### src/hw/rtl/wsu_pkg.sv
// Shared types and constants for the window statistics unit.
`timescale 1ns / 1ps

package wsu_pkg;

  localparam int MaxSamples = 64;
  localparam int QueueDepth = 2;

  localparam int CntW  = 7;
  localparam int SumW  = 31;
  localparam int SqW   = 54;
  localparam int WsW   = 37;
  localparam int DivW  = 59;  // dividend / quotient width of the shared divider
  localparam int DvsW  = 21;  // divisor width
  localparam int RadW  = 48;  // square root radicand width
  localparam int RootW = RadW / 2;

  // Closed window handed from the accumulator to the back end
  typedef struct packed {
    logic [CntW-1:0]        n;
    logic signed [SumW-1:0] sum;
    logic [SqW-1:0]         sumsq;
    logic signed [WsW-1:0]  wsum;
    logic                   ovf;
  } win_t;

  typedef logic [DvsW-1:0] den_tbl_t [MaxSamples+1];

  // n*Sxx - Sx^2 = n^2 (n^2 - 1) / 12, evaluated at elaboration
  function automatic den_tbl_t make_den_tbl();
    den_tbl_t t;
    longint   k;
    for (int i = 0; i <= MaxSamples; i++) begin
      k = longint'(i);
      t[i] = DvsW'((k * k * (k * k - 1)) / 12);
    end
    return t;
  endfunction

  localparam den_tbl_t DenTbl = make_den_tbl();

endpackage

### src/hw/rtl/wsu_fifo.sv
// Short queue of closed windows between accumulator and back end.
`timescale 1ns / 1ps

module wsu_fifo import wsu_pkg::*; (
  input  logic clk_i,
  input  logic rst_ni,
  input  logic push_i,
  input  win_t din_i,
  input  logic pop_i,
  output win_t dout_o,
  output logic full_o,
  output logic empty_o
);

  localparam int PtrW = (QueueDepth > 1) ? $clog2(QueueDepth) : 1;
  localparam int CntQW = $clog2(QueueDepth + 1);

  win_t             mem_q [QueueDepth];
  logic [PtrW-1:0]  wr_q, rd_q;
  logic [CntQW-1:0] cnt_q;
  logic             do_push, do_pop;

  assign full_o  = cnt_q == CntQW'(QueueDepth);
  assign empty_o = cnt_q == '0;
  assign do_push = push_i && !full_o;
  assign do_pop  = pop_i && !empty_o;
  assign dout_o  = mem_q[rd_q];

  always_ff @(posedge clk_i) begin
    if (do_push) begin
      mem_q[wr_q] <= din_i;
    end
  end

  always_ff @(posedge clk_i or negedge rst_ni) begin
    if (!rst_ni) begin
      wr_q  <= '0;
      rd_q  <= '0;
      cnt_q <= '0;
    end else begin
      if (do_push) begin
        wr_q <= (wr_q == PtrW'(QueueDepth - 1)) ? '0 : wr_q + PtrW'(1);
      end
      if (do_pop) begin
        rd_q <= (rd_q == PtrW'(QueueDepth - 1)) ? '0 : rd_q + PtrW'(1);
      end
      if (do_push && !do_pop) begin
        cnt_q <= cnt_q + CntQW'(1);
      end else if (do_pop && !do_push) begin
        cnt_q <= cnt_q - CntQW'(1);
      end
    end
  end

endmodule

### config.mk
export PLATFORM = sky130hd
export DESIGN_NAME = wsu_fifo
export DESIGN_NICKNAME = d
export VERILOG_FILES = /design/src/hw/rtl/wsu_pkg.sv /design/src/hw/rtl/wsu_fifo.sv
export SDC_FILE = /design/constraint.sdc
export NUM_CORES = 1
export LEC_CHECK = 0
export BUFFER_PORTS_ARGS = -buffer_cell sky130_fd_sc_hd__buf_2
export CAP_MARGIN = 5
export CORE_ASPECT_RATIO = 0.9
export CORE_UTILIZATION = 40
export CTS_BUF_LIST = sky130_fd_sc_hd__clkbuf_4
export CTS_CLUSTER_DIAMETER = 60
export DETAILED_ROUTE_END_ITERATION = 10
export HOLD_SLACK_MARGIN = 0.15
export SYNTH_ARGS = -nofsm -noshare
export SYNTH_HDL_FRONTEND = slang
export SYNTH_SLANG_ARGS = --single-unit
### constraint.sdc
create_clock -name clk_i -period 18.9 [get_ports clk_i]
set_clock_uncertainty 0.2 [all_clocks]
set_input_delay 3.78 -clock clk_i [delete_from_list [all_inputs] [get_ports clk_i]]
set_output_delay 3.78 -clock clk_i [all_outputs]
set_load 0.01 [all_outputs]
Word-level counts from Yosys, hierarchy flattened
Memories as Yosys holds them, arrays and structs flattened.
Cells that the tools add are included.
{"block": "word_totals", "input_bits": 134, "output_inout_bits": 132, "ramBits": 260, "ff_bits": 4, "memories": 1}
{"block": "op_classes", "reduce_logical": 10, "mux": 6, "addsub": 4, "eq_ne": 1}
{"name": "mem_q", "depth": 2, "width": 130, "rd": 1, "rd_clocked_by_memory_dff": 0, "write_ports": 1, "line": "wsu_fifo.sv:18", "text": "win_t mem_q [QueueDepth];"}
{"operator": "1-bit logical AND", "count": 4}
{"operator": "1-bit zero test", "count": 4}
{"operator": "1-bit two-way mux", "count": 4}
{"operator": "2-bit two-way mux", "count": 2}
{"operator": "1-bit adder (second input constant)", "count": 2}
{"operator": "2-bit by 1-bit adder with 2-bit output (second input constant)", "count": 1}
{"operator": "2-bit == test (second input constant)", "count": 1}
{"operator": "2-bit zero test", "count": 1}
{"operator": "2-bit nonzero test", "count": 1}
{"operator": "2-bit by 1-bit subtractor with 2-bit output (second input constant)", "count": 1}

Longest topological paths before layout
{"block": "depth", "word_depth": 7, "mapped_depth": 7}

Least setup slack after synthesis
No wires, ideal clock.
{"block": "synth_timing", "kind": "input to register", "startpoint": "in push_i", "endpoint": "mem mem_q[0][0] in the netlist's numbering (enable)", "stages": 2, "n_path_buf": 0, "arrival_ps": 9270, "setup_ps": 621, "slack_ps": 8809, "cell_sequence": "nand2_1 -> nor2_1"}
{"block": "synth_via", "elab_chain_len": 3}
{"item": "from (decl)", "line": "wsu_fifo.sv:7", "text": "input logic push_i,"}
{"item": "1-bit logical AND", "line": "wsu_fifo.sv:25", "text": "assign do_push = push_i && !full_o;"}
{"item": "1-bit two-way mux", "line": "wsu_fifo.sv:30", "text": "if (do_push) begin"}
{"item": "1-bit two-way mux (not written as such)", "line": "wsu_fifo.sv:31", "text": "mem_q[wr_q] <= din_i;"}
{"item": "to (decl)", "line": "wsu_fifo.sv:18"}
Every way passes these cells.

==> results.toml <==
[layout]
drive_above_1_share_pct = 63.7
num-fill-cells = 2058
regArea_um2 = 7910
area_growth_pct = 24.7
multiInputGateArea_um2 = 1900
final_cell_mix = "buf_2 (265), edfxtp_1 (260), clkbuf_4 (96)"
final_common_cell = "buf_2"
final_util_pct = 51.0
layout.nets = 885

[logic_synthesis]
synthDominantCellAreaShare_pct = 78.4
netlist_area_um2 = 9950
synth.top_cells.by_area = "edfxtp_1 (78%), mux2_4 (14%), mux2_2 (4.5%), buf_6 (1.1%), dfrtp_1 (1.0%)"
synth_area_leader_cell = "edfxtp_1"
ys_types = 16
synth_seq_area_share_pct = 79.4
ys_seq_elements = 264
synthCells = 424
yosysWarnings = 0
synth_nets = 559
synth.avg_cell_area_um2 = 23.5

[run_status]
status = "complete, no violations"

[drt]
drc = 0
drt_first_pass_iters = 4
num_vias = 5097
viasPerCell = 4.63
routedWlPerCell_um = 17.2
drt_iter0_drc = 214
totalWireLength_um = 18900
antenna_left = 0

[grt]
grt_pass1_wl_um = 28000
busiest_layer = "met2"
grt_antenna_before_repair = 2
grt.total_usage_pct = 14.5
use_met3_pct = 5.95
grt_pass1_vias = 5310
grt_max_degree = 78
grt_use_met2_pct = 23.2
use_met1_pct = 17.2
grt_overflow = 0

[worst_setup_path]
rr_worst_depth = 3
r2r-end = "mem_q[1][105]"
reg2reg_from = "cnt_q[0]"
crit_path_frequent_cell = "buf_4"
start_kind = "register"
worstPathRequired_ns = 14.92
critPathMaxStageDelay_ns = 0.87
cp-end-kind = "output pin"
critPathMaxFanout = 60
cp.buffers_inverters = 3
regToRegSetupSlack_ns = 15.97
startpoint = "rd_q"
critical_path_class = "register to output pin"
slowest_stage = "buf_4"
crit_family = "buffers and inverters"
arrival_ns = 3.63
worstPathCellList = "buf_4 -> buf_4 -> mux2_2 -> buf_2"

[clock_network]
clkTransAtPathRegs_ns = 0.06
clkLatencyLatePin_ns = 0.63
postCtsResizedCells = 0
cts_max_level = 3
cts_tree = "yes"
cts_sinks = 264
cts_post_setup_buffers_inserted = 0
cts_hold_buf = 0
numCtsBuffers = 69
clock_path_buffers = 3
cts_root_buffer = "clkbuf_4"

[sta]
layout_setup_ws_ns = 11.29
final.min_clock_period_ns = 7.61
final_hold_viol_count = 0
fmax_mhz = 131
report.final.setup_viol = 0
fin_setup_tns_ns = 0
rsz0062_at_grt = "false"
relSlewSlack_pct = 28.9
tightest_slew_ns = 1.07
hold_ws_ns = 0.326
drv_slew = 0
period_share_pct = 40.2

[power]
ir_drop_mv = 0.116
power_density_nw_per_um2 = 154
p_total_mw = 1.91
total_leakage_power_nw = 4.98

[hold_path]
hp-class = "register to register"
hold_path_depth = 1
holdPathEnd = "cnt_q[1]"
hold_start = "cnt_q[1]"

[floorplan]
fp.dieH_um = 152
start_util_pct = 40.9
rows = 54
io_pins = 266
coreArea_um2 = 24300
die-area_um2 = 25500
die_w_um = 168

[place]
portBuffers = 265
post-place-ws_ns = 11.87
place_congestion = 0.733
hpwlAfterDp_um = 12300

[job]
maxCapViolations = 0
==> through the flow <==
stage | instance area [µm²] | std cells
floorplan | 9950 | 424
detailed placement | 11600 | 987
finish | 12400 | 1100
global route | 12400 | 1100
CTS | 12400 | 1099
global placement | 11600 | 987
==> metal layers <==
metal	routed length [µm]	part of all wire (%)	up-vias
met5	13	0.069	-
met4	327	1.7	2
met3	1650	8.7	32
met2	9160	49	205
met1	7730	41	2480
li1	-	-	2378
==> how the worst max path moves through the flow <==
stage | endpoint | slack [ns] | depth (start not counted)
detailed placement | dout_o[115] | 11.87 | 4
finish | dout_o[115] | 11.29 | 4
global route | dout_o[115] | 11.05 | 4
global placement | dout_o[115] | 11.94 | 4
CTS | dout_o[115] | 11.14 | 4
floorplan | mem_q[0][0] | 8.81 | 2
==> power breakdown <==
part	internal (mW)	switching [mW]
clock network	0.260	0.209
registers	0.803	0.0411
logic	0.294	0.304
total	1.36	0.554
==> worst reg2reg max path, stage by stage (launching register included) <==
cell      delay, ns
dfrtp_1        0.42
nand2b_1       0.18
and3_4         0.69
buf_4          0.95
==> cells in the mapped netlist (all sizes together) <==
library cell and number:
ha 1, edfxtp 260, o21ai 1, inv 2, dfrtp 4, nor2 3, nand2 1, nand2b 1
and3 1, buf 15, xor2 2, xnor2 3, mux2 130
==> state kept, by name, indices dropped and copies added (netlist names) <==
register / cells
wr_q: 1
mem_q: 260
rd_q: 1
cnt_q: 2
==> layout make-up <==
| type | count | share of cell area, % |
|---|---|---|
| clock buffer | 96 | 5.81 |
| multi-input combinational | 143 | 15.3 |
| tap | 308 | 3.11 |
| antenna | 1 | 0.0202 |
| sequential | 264 | 63.8 |
| clock inverter | 16 | 0.928 |
| timing repair buffer | 270 | 11.0 |
| inverter | 2 | 0.0605 |
==> cells by family after synthesis <==
logic type / Yosys count / synth area share [%]
mux: 130 / 18.1
flops: 264 / 79.4
xor+xnor: 5 / 0.440
fa+ha+maj: 1 / 0.126
buf+inv: 17 / 1.56
simple gates: 6 / 0.277
compound gates: 1 / 0.0502
No activity file was read; power rests on OpenSTA's default activity.
