### config.mk
export PLATFORM = sky130hd
export DESIGN_NAME = wsu_front
export DESIGN_NICKNAME = d
export VERILOG_FILES = /design/src/hw/rtl/wsu_pkg.sv /design/src/hw/rtl/wsu_front.sv
export SDC_FILE = /design/constraint.sdc
export NUM_CORES = 2
export LEC_CHECK = 0
export BUFFER_PORTS_ARGS = -buffer_cell sky130_fd_sc_hd__buf_2
export CAP_MARGIN = 20
export CORE_MARGIN = 4
export CORE_UTILIZATION = 25
export CTS_BUF_LIST = sky130_fd_sc_hd__clkbuf_8
export CTS_CLUSTER_DIAMETER = 200
export CTS_CLUSTER_SIZE = 40
export DETAILED_ROUTE_END_ITERATION = 8
export GPL_TIMING_DRIVEN = 0
export PLACE_DENSITY_LB_ADDON = 0.3
export SYNTH_ARGS = -nofsm -noshare
export SYNTH_HDL_FRONTEND = slang
export SYNTH_SLANG_ARGS = --single-unit
### constraint.sdc
create_clock -name clk_i -period 16.39 [get_ports clk_i]
set_input_delay 4.0975 -clock clk_i [delete_from_list [all_inputs] [get_ports clk_i]]
set_output_delay 4.0975 -clock clk_i [all_outputs]
set_load 0.005 [all_outputs]
### src/hw/rtl/wsu_pkg.sv
// Shared types and constants for the window statistics unit.
`timescale 1ns / 1ps

package wsu_pkg;

  localparam int MaxSamples = 64;
  localparam int QueueDepth = 2;

  localparam int CntW  = 7;
  localparam int SumW  = 31;
  localparam int SqW   = 54;
  localparam int WsW   = 37;
  localparam int DivW  = 59;  // dividend / quotient width of the shared divider
  localparam int DvsW  = 21;  // divisor width
  localparam int RadW  = 48;  // square root radicand width
  localparam int RootW = RadW / 2;

  // Closed window handed from the accumulator to the back end
  typedef struct packed {
    logic [CntW-1:0]        n;
    logic signed [SumW-1:0] sum;
    logic [SqW-1:0]         sumsq;
    logic signed [WsW-1:0]  wsum;
    logic                   ovf;
  } win_t;

  typedef logic [DvsW-1:0] den_tbl_t [MaxSamples+1];

  // n*Sxx - Sx^2 = n^2 (n^2 - 1) / 12, evaluated at elaboration
  function automatic den_tbl_t make_den_tbl();
    den_tbl_t t;
    longint   k;
    for (int i = 0; i <= MaxSamples; i++) begin
      k = longint'(i);
      t[i] = DvsW'((k * k * (k * k - 1)) / 12);
    end
    return t;
  endfunction

  localparam den_tbl_t DenTbl = make_den_tbl();

endpackage

### src/hw/rtl/wsu_front.sv
// Sample accumulator: count, sum, sum of squares and index-weighted sum.
`timescale 1ns / 1ps

module wsu_front import wsu_pkg::*; (
  input  logic                   clk_i,
  input  logic                   rst_ni,
  input  logic                   valid_i,
  output logic                   ready_o,
  input  logic signed [23:0]     sample_i,
  input  logic                   last_i,
  input  logic                   full_i,
  output logic                   push_o,
  output win_t                   win_o
);

  logic [CntW-1:0]        count_q, count_d;
  logic signed [SumW-1:0] sum_q, sum_d;
  logic [SqW-1:0]         sumsq_q, sumsq_d;
  logic signed [WsW-1:0]  wsum_q, wsum_d;
  logic                   ovf_q, ovf_d;
  logic                   accept;
  logic                   room;
  logic signed [47:0]     sq;
  logic signed [31:0]     wprod;

  assign ready_o = !full_i;
  assign accept  = valid_i && ready_o;
  assign room    = count_q < CntW'(MaxSamples);
  assign sq      = sample_i * sample_i;
  assign wprod   = $signed({1'b0, count_q}) * sample_i;

  always_comb begin
    count_d = count_q;
    sum_d   = sum_q;
    sumsq_d = sumsq_q;
    wsum_d  = wsum_q;
    ovf_d   = ovf_q;
    if (room) begin
      count_d = count_q + CntW'(1);
      sum_d   = sum_q + SumW'(sample_i);
      sumsq_d = sumsq_q + SqW'(unsigned'(sq));
      wsum_d  = wsum_q + WsW'(wprod);
    end else begin
      ovf_d = 1'b1;
    end
  end

  assign push_o      = accept && last_i;
  assign win_o.n     = count_d;
  assign win_o.sum   = sum_d;
  assign win_o.sumsq = sumsq_d;
  assign win_o.wsum  = wsum_d;
  assign win_o.ovf   = ovf_d;

  always_ff @(posedge clk_i or negedge rst_ni) begin
    if (!rst_ni) begin
      count_q <= '0;
      sum_q   <= '0;
      sumsq_q <= '0;
      wsum_q  <= '0;
      ovf_q   <= 1'b0;
    end else if (accept) begin
      if (last_i) begin
        count_q <= '0;
        sum_q   <= '0;
        sumsq_q <= '0;
        wsum_q  <= '0;
        ovf_q   <= 1'b0;
      end else begin
        count_q <= count_d;
        sum_q   <= sum_d;
        sumsq_q <= sumsq_d;
        wsum_q  <= wsum_d;
        ovf_q   <= ovf_d;
      end
    end
  end

endmodule

# Word level (Yosys, flattened, before mapping)
# Cells that the tools add are included.
[op_classes]
addsub = 4
multipliers = 2
order_cmp = 1
mux = 10
n_reduce_logical = 3
[op_table]
columns = ["cell", "count"]
rows = [
  ["$mux 54", 2],
  ["$mux 37", 2],
  ["$mux 31", 2],
  ["$add 54x48->54", 1],
  ["$mul 24x24->48", 1],
  ["$add 37x32->37", 1],
  ["$mul 8x24->32", 1],
  ["$add 31x24->31", 1],
  ["$mux 7", 2],
  ["$add 7x1->7 const B", 1],
  ["$lt 7x7->1 const B", 1],
  ["$logic_and 1x1->1", 2],
  ["$mux 1", 2],
  ["$logic_not 1->1", 1],
]
[word_totals]
ff_bits = 130
in_bits = 29
out_inout_bits = 132
elab_cells = 25

# Longest topological paths before layout
[logic_depth]
ltp_word = 4
depth_mapped = 40
ltp_nobuf = 37

# Worst setup path after synthesis
# Ideal clock, no wire load.
[synth_path]
kind = "input to output"
start = "input port sample_i[18]"
end = "output port win_o[81] (netlist name)"
arrival_ns = 12.712
required_time_ns = 12.292
setup_slack_ns = -0.420
path_stages = 36
path_buffers = 2
path_cell_list = "clkbuf_1 > clkbuf_1 > nand2_1 > fa_1 > fa_1 > inv_1 > fa_1 > inv_1 > fa_1 > inv_1 > fa_1 > fa_1 > inv_1 > fa_1 > inv_1 > ha_1 > a21o_1 > a21oi_1 > o21ai_0 > a211oi_1 > a21oi_1 > a2111oi_2 > o21bai_1 > a31o_2 > a21oi_1 > xnor2_1 > ha_1 > a21o_1 > a21o_1 > a21o_1 > a21o_2 > a21o_2 > or2_2 > a31oi_1 > xor2_1 > o21ai_0"
[synth_lines]
columns = ["element", "line", "text"]
rows = [
  ["start: declaration", "wsu_front.sv:9", "input logic signed [23:0] sample_i,"],
  ["end: declaration", "wsu_front.sv:13", "output win_t win_o"],
]

==> results.cfg <==
[synthesis]
syn_avg_cell_area_um2 = 9.04
ys_ff_latch = 130
synthArstFlopShare = 1.00
synth_top_area_frac = 0.402
syn_nets = 5103
ys_types = 86
synth_edf_count = 0
synthFlopType = dfrtp_1
yosysSeqAreaShare = 0.0891
synth_area_leaders = fa_1 40%, ha_1 10%, inv_1 9.7%, dfrtp_1 8.9%, nand2_1 4.5%
syn-instance-count = 4040
yosys_warnings = 0
yosysTopAreaCell = fa_1
synth_area_mm2 = 0.0365

[cells_and_area]
n_fill_cell = 15200
syn_to_final_growth_pct = 23.0
layout.area.seq_mm2 = 0.00325
layout_common_cells = 915 x inv_1, 713 x fa_1, 418 x nand2_1
drive_gt1_frac = 0.174
multi_input_area_mm2 = 0.0306
fin_nets = 5479
final_cell_area_mm2 = 0.0449
layout_commonest_cell = inv_1

[critical_path]
slowest_delay_ps = 570
critPathMostFrequentCell = a21o_1
slowest_stage = fa_1
cp.required_ps = 12290
criticalPathCategory = in2out
critPathCaptureType = output pin
startpoint = sample_i[1]
crit_family = adder cells
worstPathArrival_ps = 13020
path_buf_inv = 13
cp_max_fo = 11
reg2reg_from = count_q[6]
critPathLaunchType = input pin

[sta]
setup_viol = 22
worst_pin_slew_ps = 1220
rsz0062_at_grt = yes
fmax_ghz = 0.0584
postLayoutSetupSlackWorst_ps = -728
relSlewSlack = 0.184
worst_clock_skew_ps = 25.4
hold_viol = 0
slew_viol_final = 0
fin_crit_ps = 17120
fin_crit_sh = 1.04

[placement]
place_area_mm2 = 0.0399
hpwl_um = 107000
io_buffers = 159
gp_congestion = 0.890

[clocking]
htree_num_levels = 4
cts_tree = yes
clkSlewWorstSetupHoldPaths_ps = 90
numCtsBuffers = 17
clockRootBuffer = clkbuf_8
insertion_delay_ps = 640
clock_sinks = 130
clockBufferDepth = 2

[drt]
dr.pass1.iters = 5
drtAntennaViolNets = 0
drc_errors = 0
avgViaCountPerCell = 4.67
wl_per_cell_um = 20.8
first_iter_violations = 2054
wl_um = 132000
num_vias = 29600

[floorplanning]
die_width_um = 390
rows = 139
initial_core_util = 0.253
die_area_mm2 = 0.152
core-area_mm2 = 0.144
dieHeight_um = 390
io_pins = 161

[outcome]
status = complete, but fails checks
violations = setup timing

[worst_hold_path]
hp-class = reg2reg
holdCritStartpoint = wsum_q[28]

[flow_run]
maxCapViolCount = 0

[global_route]
grt_pass1_vias = 30900
grt_antenna_before_repair = 7
track_usage = 0.174
overflow = 0
grt_pass1_wl_um = 197000
grt_max_degree = 100
## routing by layer
| layer | part of all wire | track usage | vias to the layer above |
|---|---|---|---|
| li1 | - | - | 13200 |
| met2 | 0.45 | 0.278 | 953 |
| met1 | 0.43 | 0.234 | 15200 |
| met3 | 0.083 | 0.0441 | 191 |
| met5 | 0.0010 | 0.00533 | - |
| met4 | 0.029 | 0.0464 | 6 |
## worst paths after layout
check	to	slack, ps	cells past startpoint
setup / recovery	win_o[82]	-730	42
max in group asynchronous	sumsq_q[32]	12110	2
hold reg to reg	wsum_q[28]	520	2
setup reg to reg	wsum_q[29]	7710	22
min in group asynchronous	wsum_q[29]	3340	1
hold / removal	wsum_q[28]	520	2
## cell usage after synthesis, types with 23 or more instances
cell type  number
inv_1         944
a21o_1         88
and2_1        223
dfrtp_1       130
xnor2_1       115
ha_1          300
nor2_1         94
nand2_1       438
xor2_1         64
fa_1          734
a22o_1         77
nand2b_1       24
o21ai_0       180
nand3_1        23
nor2b_1        34
a21oi_1       121
clkbuf_1      150
## worst register-to-register path, stage by stage (launching register included)
cell and delay, ps:
dfrtp_1 540, clkbuf_1 810, clkbuf_1 540, clkbuf_1 670, clkbuf_1 860, clkbuf_1 400
and2_1 190, ha_1 240, fa_1 480, inv_1 50, fa_1 490, inv_1 50
fa_1 440, ha_1 360, a21o_1 180, a21o_1 170, a21o_1 190, o311ai_0 660
a21boi_0 290, or3_1 360, a31oi_1 220, xor2_1 230, o21ai_0 120
## sequential cells by signal, summed over array words and instances (netlist names)
register and flops:
sum_q 31, sumsq_q 54, count_q 7, wsum_q 37, ovf_q 1
## per-stage QoR
| stage | TNS (ps) | utilization | hold WS (ps) | setup WS [ps] | std cells |
|---|---|---|---|---|---|
| 2_1_floorplan | 0 | - | 472 | 4.45 | 4040 |
| 3_3_place_gp | -93200 | 0.275 | 491 | -3910 | 6102 |
| 3_5_place_dp | -93720 | 0.276 | 495 | -3850 | 6110 |
| 4_1_cts | -8530 | 0.303 | 525 | -652 | 6272 |
| 5_1_grt | -15650 | 0.311 | 557 | -947 | 6331 |
| 6_report | -10290 | 0.311 | 524 | -728 | 6336 |
## kinds of logic after synthesis
logic type | after synthesis | synth area share
buffers and inverters | 1102 | 0.114
adder cells (fa/ha/maj) | 1034 | 0.505
AND/OR/NAND/NOR | 928 | 0.123
AO/OA/AOI/OAI | 644 | 0.119
XOR/XNOR | 179 | 0.0429
flip-flops | 130 | 0.0891
multiplexers | 23 | 0.00692
## area by class of cell
class,instances,share of cell area
Antenna cell,5,0.000279
Buffer,152,0.0384
Clock buffer,17,0.00521
Clock inverter,14,0.00477
Inverter,944,0.0798
Multi-Input combinational cell,2808,0.682
Sequential cell,130,0.0725
Tap cell,1903,0.0530
Timing Repair Buffer,363,0.0645
## repair_timing
item / in CTS / in global routing
endpoints found under the hold margin: 0 / 0
pin swaps: 112 / 82
gates resized for setup: 542 / 155
buffers inserted: 136 / 58
endpoints found under the setup margin: 38 / 29
hold buffers: 0 / 0
Power is left out: the tool's default activity adds up to more than one toggle a clock period on the data nets, which glitch-free logic cannot reach.
